File: src/ntp_pkg.sv
// Shared types and constants for the number text parser.
`timescale 1ns / 1ps
`default_nettype none

package ntp_pkg;

    localparam int MAX_CHARS_DEF = 11;
    localparam int POS_W         = 4;
    localparam int VAL_W         = 32;
    localparam int FIFO_DEPTH    = 4;
    localparam int FIFO_PTR_W    = $clog2(FIFO_DEPTH);

    localparam logic [7:0] CH_NUL  = 8'h00;
    localparam logic [7:0] CH_0    = 8'h30;
    localparam logic [7:0] CH_9    = 8'h39;
    localparam logic [7:0] CH_LA   = 8'h61;
    localparam logic [7:0] CH_LF   = 8'h66;
    localparam logic [7:0] CH_UA   = 8'h41;
    localparam logic [7:0] CH_UF   = 8'h46;
    localparam logic [7:0] CH_LX   = 8'h78;
    localparam logic [7:0] CH_UX   = 8'h58;
    localparam logic [7:0] CH_LK   = 8'h6B;
    localparam logic [7:0] CH_UK   = 8'h4B;
    localparam logic [7:0] CH_LM   = 8'h6D;
    localparam logic [7:0] CH_UM   = 8'h4D;

    localparam int KILO_SHIFT = 10;
    localparam int MEGA_SHIFT = 20;
    localparam int HEX_SHIFT  = 4;

    typedef enum logic [2:0] {
        CLS_NUL,
        CLS_DIG,
        CLS_HEXL,
        CLS_X,
        CLS_K,
        CLS_M,
        CLS_OTHER
    } cls_t;

    // one classified character
    typedef struct packed {
        logic       first;
        cls_t       cls;
        logic [3:0] digit;
    } tok_t;

endpackage

`default_nettype wire

File: src/ntp_front.sv
// Front end: takes characters and turns them into class tokens.
`timescale 1ns / 1ps
`default_nettype none

module ntp_front
    import ntp_pkg::*;
(
    input  wire logic [7:0] ch,
    input  wire logic       first,
    input  wire logic       push,
    output logic            full,
    input  wire logic       q_full,
    output logic            q_push,
    output tok_t            q_tok
);

    cls_t       cls;
    logic [3:0] digit;

    always_comb
    begin
        cls   = CLS_OTHER;
        digit = ch[3:0];
        priority if (ch == CH_NUL)
            cls = CLS_NUL;
        else if (ch >= CH_0 && ch <= CH_9)
            cls = CLS_DIG;
        else if ((ch >= CH_LA && ch <= CH_LF) || (ch >= CH_UA && ch <= CH_UF))
        begin
            cls   = CLS_HEXL;
            // 'a'/'A' have low nibble 1, so +9 gives 10..15
            digit = ch[3:0] + 4'd9;
        end
        else if (ch == CH_LX || ch == CH_UX)
            cls = CLS_X;
        else if (ch == CH_LK || ch == CH_UK)
            cls = CLS_K;
        else if (ch == CH_LM || ch == CH_UM)
            cls = CLS_M;
        else
            cls = CLS_OTHER;
    end

    assign full        = q_full;
    assign q_push      = push && !q_full;
    assign q_tok.first = first;
    assign q_tok.cls   = cls;
    assign q_tok.digit = digit;

endmodule

`default_nettype wire

File: src/ntp_fifo.sv
// Short token queue between front and back ends.
`timescale 1ns / 1ps
`default_nettype none

module ntp_fifo
    import ntp_pkg::*;
(
    input  wire logic clk,
    input  wire logic rst_n,
    input  wire logic wr_en,
    input  wire tok_t wr_tok,
    output logic      q_full,
    input  wire logic rd_en,
    output tok_t      rd_tok,
    output logic      q_empty
);

    tok_t                  mem [FIFO_DEPTH];
    logic [FIFO_PTR_W-1:0] wr_ptr_reg, wr_ptr_next;
    logic [FIFO_PTR_W-1:0] rd_ptr_reg, rd_ptr_next;
    logic [FIFO_PTR_W:0]   cnt_reg, cnt_next;
    logic                  do_wr, do_rd;

    assign q_full  = (cnt_reg == (FIFO_PTR_W+1)'(FIFO_DEPTH));
    assign q_empty = (cnt_reg == '0);
    assign do_wr   = wr_en && !q_full;
    assign do_rd   = rd_en && !q_empty;
    assign rd_tok  = mem[rd_ptr_reg];

    always_comb
    begin
        wr_ptr_next = do_wr ? wr_ptr_reg + 1'b1 : wr_ptr_reg;
        rd_ptr_next = do_rd ? rd_ptr_reg + 1'b1 : rd_ptr_reg;
        cnt_next    = cnt_reg;
        if (do_wr && !do_rd)
            cnt_next = cnt_reg + 1'b1;
        else if (do_rd && !do_wr)
            cnt_next = cnt_reg - 1'b1;
    end

    always_ff @(posedge clk)
    begin
        if (do_wr)
            mem[wr_ptr_reg] <= wr_tok;
    end

    always_ff @(posedge clk or negedge rst_n)
    begin
        if (!rst_n)
        begin
            wr_ptr_reg <= '0;
            rd_ptr_reg <= '0;
            cnt_reg    <= '0;
        end
        else
        begin
            wr_ptr_reg <= wr_ptr_next;
            rd_ptr_reg <= rd_ptr_next;
            cnt_reg    <= cnt_next;
        end
    end

endmodule

`default_nettype wire

File: src/ntp_back.sv
// Back end: parse state machine and result register.
`timescale 1ns / 1ps
`default_nettype none

module ntp_back
    import ntp_pkg::*;
#(
    parameter int MAX_CHARS = MAX_CHARS_DEF
)
(
    input  wire logic              clk,
    input  wire logic              rst_n,
    input  wire tok_t              tok,
    input  wire logic              q_empty,
    output logic                   q_pop,
    output logic [VAL_W-1:0]       value,
    output logic                   ok,
    output logic                   empty,
    input  wire logic              pop
);

    typedef enum logic [1:0] {
        PH_DONE,
        PH_ZERO,
        PH_DEC,
        PH_HEX
    } phase_t;

    phase_t             phase_reg, phase_next;
    logic [VAL_W-1:0]   acc_reg, acc_next;
    logic [POS_W-1:0]   pos_reg, pos_next;
    logic               out_valid_reg, out_valid_next;
    logic [VAL_W-1:0]   value_reg, value_next;
    logic               ok_reg, ok_next;

    logic               take;
    logic               run_dec, run_hex;
    logic [VAL_W-1:0]   base_acc, acc_dec, acc_hex;
    logic [POS_W-1:0]   base_pos, pos_inc;
    logic               pos_over;
    logic               res_fire, res_ok;
    logic [VAL_W-1:0]   res_val;

    assign take  = !q_empty && (!out_valid_reg || pop);
    assign q_pop = take;
    assign empty = !out_valid_reg;
    assign value = value_reg;
    assign ok    = ok_reg;

    assign base_acc = tok.first ? '0 : acc_reg;
    assign base_pos = tok.first ? '0 : pos_reg;
    assign pos_inc  = base_pos + 1'b1;
    assign pos_over = (pos_inc >= POS_W'(MAX_CHARS));
    assign acc_dec  = (base_acc << 3) + (base_acc << 1) + {{(VAL_W-4){1'b0}}, tok.digit};
    assign acc_hex  = (base_acc << HEX_SHIFT) + {{(VAL_W-4){1'b0}}, tok.digit};

    always_comb
    begin
        phase_next = phase_reg;
        acc_next   = acc_reg;
        pos_next   = pos_reg;
        run_dec    = 1'b0;
        run_hex    = 1'b0;
        res_fire   = 1'b0;
        res_ok     = 1'b0;
        res_val    = '0;

        if (take)
        begin
            if (tok.first)
            begin
                acc_next = '0;
                pos_next = '0;
                if (tok.cls == CLS_DIG && tok.digit == 4'd0)
                begin
                    pos_next   = POS_W'(1);
                    phase_next = PH_ZERO;
                end
                else
                    run_dec = 1'b1;
            end
            else
            begin
                unique case (phase_reg)
                    PH_ZERO:
                    begin
                        if (tok.cls == CLS_X)
                        begin
                            pos_next   = POS_W'(2);
                            phase_next = PH_HEX;
                        end
                        else
                            run_dec = 1'b1;
                    end
                    PH_DEC:  run_dec = 1'b1;
                    PH_HEX:  run_hex = 1'b1;
                    PH_DONE: ;
                    default: ;
                endcase
            end

            if (run_dec)
            begin
                phase_next = PH_DEC;
                unique case (tok.cls)
                    CLS_NUL:
                    begin
                        res_fire = 1'b1;
                        res_ok   = 1'b1;
                        res_val  = base_acc;
                    end
                    CLS_K, CLS_M:
                    begin
                        res_fire = 1'b1;
                        if (base_pos != '0)
                        begin
                            res_ok  = 1'b1;
                            res_val = (tok.cls == CLS_K) ? (base_acc << KILO_SHIFT)
                                                         : (base_acc << MEGA_SHIFT);
                        end
                    end
                    CLS_DIG:
                    begin
                        acc_next = acc_dec;
                        pos_next = pos_inc;
                        res_fire = pos_over;
                    end
                    default: res_fire = 1'b1;
                endcase
            end

            if (run_hex)
            begin
                unique case (tok.cls)
                    CLS_NUL:
                    begin
                        res_fire = 1'b1;
                        res_ok   = (base_pos > POS_W'(2));
                        res_val  = res_ok ? base_acc : '0;
                    end
                    CLS_DIG, CLS_HEXL:
                    begin
                        acc_next = acc_hex;
                        pos_next = pos_inc;
                        res_fire = pos_over;
                    end
                    default: res_fire = 1'b1;
                endcase
            end

            if (res_fire)
                phase_next = PH_DONE;
        end
    end

    always_comb
    begin
        out_valid_next = out_valid_reg;
        value_next     = value_reg;
        ok_next        = ok_reg;
        if (res_fire)
        begin
            out_valid_next = 1'b1;
            value_next     = res_val;
            ok_next        = res_ok;
        end
        else if (pop && out_valid_reg)
            out_valid_next = 1'b0;
    end

    always_ff @(posedge clk)
    begin
        value_reg <= value_next;
        ok_reg    <= ok_next;
    end

    always_ff @(posedge clk or negedge rst_n)
    begin
        if (!rst_n)
        begin
            phase_reg     <= PH_DONE;
            acc_reg       <= '0;
            pos_reg       <= '0;
            out_valid_reg <= 1'b0;
        end
        else
        begin
            phase_reg     <= phase_next;
            acc_reg       <= acc_next;
            pos_reg       <= pos_next;
            out_valid_reg <= out_valid_next;
        end
    end

endmodule

`default_nettype wire

File: src/number_text_parser.sv
// Top level of the number text parser.
// Takes a number as text, one character per word, with first marking the start of a
// string. "0x"/"0X" starts a hex number of up to MAX_CHARS-3 digits; anything else is
// decimal of up to MAX_CHARS-1 digits, wrapping modulo 2^32, where a k/K or m/M after a
// digit scales by 2^10 or 2^20 and ends the string. A NUL ends the string too. Each
// string gives one result word (value, ok); value is 0 when ok is 0, and characters
// after a result are dropped until the next first. One character is taken per clock
// while full is low; the character that ends the string passes through the token queue
// and the result register before its result shows on the output. A four-entry token
// queue lets input keep flowing while the result side is stalled, until the queue is full.
`timescale 1ns / 1ps
`default_nettype none

module number_text_parser
    import ntp_pkg::*;
#(
    parameter int MAX_CHARS = MAX_CHARS_DEF
)
(
    input  wire logic             clk,
    input  wire logic             rst_n,
    input  wire logic [7:0]       ch,
    input  wire logic             first,
    input  wire logic             push,
    output logic                  full,
    output logic [VAL_W-1:0]      value,
    output logic                  ok,
    output logic                  empty,
    input  wire logic             pop
);

    tok_t wr_tok, rd_tok;
    logic q_push, q_full, q_pop, q_empty;

    ntp_front u_front (
        .ch     (ch),
        .first  (first),
        .push   (push),
        .full   (full),
        .q_full (q_full),
        .q_push (q_push),
        .q_tok  (wr_tok)
    );

    ntp_fifo u_fifo (
        .clk     (clk),
        .rst_n   (rst_n),
        .wr_en   (q_push),
        .wr_tok  (wr_tok),
        .q_full  (q_full),
        .rd_en   (q_pop),
        .rd_tok  (rd_tok),
        .q_empty (q_empty)
    );

    ntp_back #(
        .MAX_CHARS (MAX_CHARS)
    ) u_back (
        .clk     (clk),
        .rst_n   (rst_n),
        .tok     (rd_tok),
        .q_empty (q_empty),
        .q_pop   (q_pop),
        .value   (value),
        .ok      (ok),
        .empty   (empty),
        .pop     (pop)
    );

endmodule

`default_nettype wire
File: config.mk
export PLATFORM = sky130hd
export DESIGN_NAME = number_text_parser
export DESIGN_NICKNAME = d
export VERILOG_FILES = /design/src/ntp_pkg.sv /design/src/ntp_front.sv /design/src/ntp_fifo.sv /design/src/ntp_back.sv /design/src/number_text_parser.sv
export SDC_FILE = /design/constraint.sdc
export NUM_CORES = 1
export LEC_CHECK = 0
export BUFFER_PORTS_ARGS = -buffer_cell sky130_fd_sc_hd__buf_2
export CORE_ASPECT_RATIO = 0.9
export CORE_MARGIN = 5
export CORE_UTILIZATION = 39
export CTS_BUF_LIST = sky130_fd_sc_hd__clkbuf_16
export DETAILED_ROUTE_END_ITERATION = 10
export PLACE_DENSITY = 0.53
export REMOVE_ABC_BUFFERS = 1
export SLEW_MARGIN = 20
export SYNTH_ARGS = -nofsm -noshare
export SYNTH_HDL_FRONTEND = slang
export SYNTH_HIERARCHICAL = 1
export SYNTH_SLANG_ARGS = --single-unit
File: constraint.sdc
create_clock -name clk -period 13.3 [get_ports clk]
set_input_delay 0.665 -clock clk [delete_from_list [all_inputs] [get_ports clk]]
set_output_delay 0.665 -clock clk [all_outputs]
set_load 0.01 [all_outputs]
==> impl_metrics.json <==
{
  "rr_startpoint": "u_fifo/rd_ptr_reg[0]$_DFFE_PN0P_",
  "critPathLaunch": "u_fifo/rd_ptr_reg[0]$_DFFE_PN0P_",
  "grt_first_pass_wirelength_um": 35300,
  "clock_path_buffers": 2,
  "worstMarginPinSlew_ns": 1.05,
  "synth-main-ff-cell": "edfxtp_1",
  "wl_per_cell_um": 19.8,
  "maxSlewViolCount": 0,
  "grt_use_met2_pct": 28.6,
  "syn_area_sq_mm": 0.00801,
  "cp_slowest_cell": "dfrtp_1",
  "tritoncts": "done",
  "fmax_mhz": 201,
  "met3_usage_pct": 2.95,
  "synth_warnings": 6,
  "cts_max_level": 3,
  "crit_path_cell_trace": "mux4_2, buf_4, nor2b_1, xor2_1, ha_1, inv_1, fa_1, nand2b_1, a21o_1, a211o_1, a21oi_1, o31ai_1, xnor2_1, mux2i_1, o31ai_1",
  "num_vias": 6389,
  "antenna_found_initial": 0,
  "setup-tns-final_ns": 0,
  "syn_area_per_cell_sq_um": 9.56,
  "fin_skew_ns": 0.0139,
  "clkLatencyLatePin_ns": 0.36,
  "synth_edf_count": 65,
  "die_height_um": 146,
  "ys_seq_area_share_pct": 38.7,
  "hold_path.class": "input port to asynchronous set/reset pin",
  "cp-start-kind": "flop",
  "ys_ff_latch": 111,
  "max_slew_margin_pct": 29.7,
  "irDropWorstVdd_mv": 0.118,
  "numCtsBuffers": 9,
  "p_leak_nw": 3.72,
  "postCtsSetupRepairBufs": 0,
  "crit_path_end_kind": "flop",
  "grt_pass1_vias": 6187,
  "drive_gt1_share_pct": 12.9,
  "period_minus_slack_ns": 4.98,
  "synthArstFlopShare_pct": 41.4,
  "synthDistinctLibCells": 81,
  "status": "completed",
  "area_growth_pct": 8.67,
  "path_clk_slew_ns": 0.08,
  "crit_required_ns": 13.56,
  "first_pass_iters": 5,
  "layout_commonest_cell": "nand2_1",
  "finalHoldViolations": 0,
  "drv_cap": 0,
  "setup_viol": 0,
  "grt_use_met1_pct": 28.5,
  "most-common-layout-cells": "nand2_1, ha_1, edfxtp_1",
  "cpPeakStageDelay_ns": 0.73,
  "rows": 49,
  "grtUsageTotal_pct": 18.8,
  "holdWs_ns": 0.421,
  "fp.dieW_um": 161,
  "min_period_over_period_pct": 37.4,
  "cts_resized": 0,
  "die_area_sq_mm": 0.0235,
  "portBuffers": 47,
  "criticalPathCategory": "flop to flop",
  "ios": 48,
  "grt.busiest_layer": "met2",
  "grt_max_degree": 62,
  "cpMostUsedCell": "o31ai_1",
  "power_density_mw_per_mm2": 189,
  "start_util_pct": 39.8,
  "rsz0062_at_grt": "no",
  "coreArea_sq_mm": 0.0201,
  "nFillCells": 1992,
  "arrival_ns": 5.24,
  "drt-initial-drc-count": 649,
  "ctsHoldBuffers": 0,
  "drc": 0,
  "cts-root-buf": "clkbuf_16",
  "synth_cells": 838,
  "cts_sinks": 111,
  "num_antenna_cells": 0,
  "overflow": 0,
  "routabilityCongestion": 0.927,
  "wl_um": 22000,
  "critPathMaxFanout": 61,
  "layout.nets": 943,
  "drtAntennaViolNets": 0,
  "hpwl_um": 15900,
  "viasPerCell": 5.74
}
critical path, delay by kind of cell (launching register included):
family,cells,cell delay [ns]
muxes,2,0.68
xor gates and xnor gates,2,0.39
DFF,1,0.73
and+or+nand+nor,2,0.69
buffers and inverters,2,0.39
adders and majority gates,2,0.79
AOI/OAI and AO/OA,5,1.19
layout make-up:
type / instances / area, sq um / area share (%)
clock buffers: 9 / 225 / 2.59
clock inverters: 7 / 70.1 / 0.805
multi-input cells: 646 / 4580 / 52.6
inverters: 32 / 120 / 1.38
flip-flops and latches: 111 / 3100 / 35.6
repair buffers: 54 / 288 / 3.31
well taps: 255 / 319 / 3.66
per-stage QoR:
| stage | utilization [%] | cell area (sq um) | power [mW] | setup WS, ns | cells |
|---|---|---|---|---|---|
| after floorplan | - | 7790 | 1.11 | 9.00 | 789 |
| after global placement | 41.8 | 8410 | 1.38 | 8.44 | 1098 |
| after detailed placement | 41.8 | 8410 | 1.38 | 8.37 | 1098 |
| after CTS | 43.3 | 8710 | 1.66 | 8.32 | 1114 |
| after global routing | 43.3 | 8710 | 1.77 | 7.90 | 1114 |
| final | 43.3 | 8710 | 1.65 | 8.32 | 1114 |
cell families (layout without fill, tap and decap cells):
family                   after synthesis  count (layout)  share of synthesized area (%)
buffers and inverters                 81             102                           4.28
flip-flops                           111             111                           38.7
AO/OA/AOI/OAI                        257             257                           21.1
XOR/XNOR                              35              35                           3.83
AND/OR/NAND/NOR                      264             264                           16.8
multiplexers                          14              14                           3.14
adder cells (fa/ha/maj)               76              76                           12.1
cells in the mapped netlist, types with 3 or more instances:
master    instances  area share, %
o21bai_1          6           0.56
o21ai_0          42            2.6
nor3_1           13           0.81
a221oi_1          3           0.33
or3_1             4           0.31
xor2_1           16            1.7
nor2_1           65            3.0
buf_2            16            1.0
ha_1             74             12
dfrtp_1          46             14
nand3b_1          3           0.28
inv_1            31            1.5
a22oi_1          27            2.5
edfxtp_1         65             24
o221ai_1          6           0.66
clkbuf_1         28            1.3
a211oi_1          3           0.28
nor3b_1           3           0.28
a21oi_1          60            3.7
o21a_1            6           0.56
nor2b_1          26            2.0
buf_4             3           0.28
mux2i_1           3           0.37
xnor2_1          19            2.1
nand4_1           7           0.55
o31ai_1           4           0.37
nand3_1          12           0.75
a31oi_1           6           0.47
nand2_1          77            3.6
and2_2            4           0.37
a21o_1           17            1.6
o211ai_1         11            1.0
o21ai_1          31            1.9
nand2b_1         26            2.0
a21oi_2           3           0.33
mux4_2            8            2.2
a221o_1           3           0.37
routing by layer:
layer  part of all wire, %  vias up  wire (um)
met4                   1.4        0        316
met2                    45      196       9820
met5                     0        -          0
li1                      -     3116          -
met1                    49     3050      10700
met3                   5.3       27       1170
path summary, 6_finish.rpt:
kind	slack, ns	endpoint	depth (start not counted)
worst min-delay path	0.42	u_back/acc_reg[5]$_DFFE_PN0P_	2
worst max-delay path	8.32	u_back/acc_reg[22]$_DFFE_PN0P_	15
worst min register to register	0.49	u_back/acc_reg[11]$_DFFE_PN0P_	2
min in group clk	0.49	u_back/acc_reg[11]$_DFFE_PN0P_	2
max in group asynchronous	12.42	u_back/pos_reg[2]$_DFFE_PN0P_	2
worst max register to register	8.32	u_back/acc_reg[22]$_DFFE_PN0P_	15
report_power, final:
group | total (mW) | internal (mW) | leakage [nW] | switching [mW]
clock network | 0.274 | 0.133 | 0.142 | 0.141
registers | 0.572 | 0.507 | 1.23 | 0.0658
logic | 0.801 | 0.268 | 2.35 | 0.533
total | 1.65 | 0.908 | 3.72 | 0.739
Note: power is estimated with default switching activity, not from simulation.
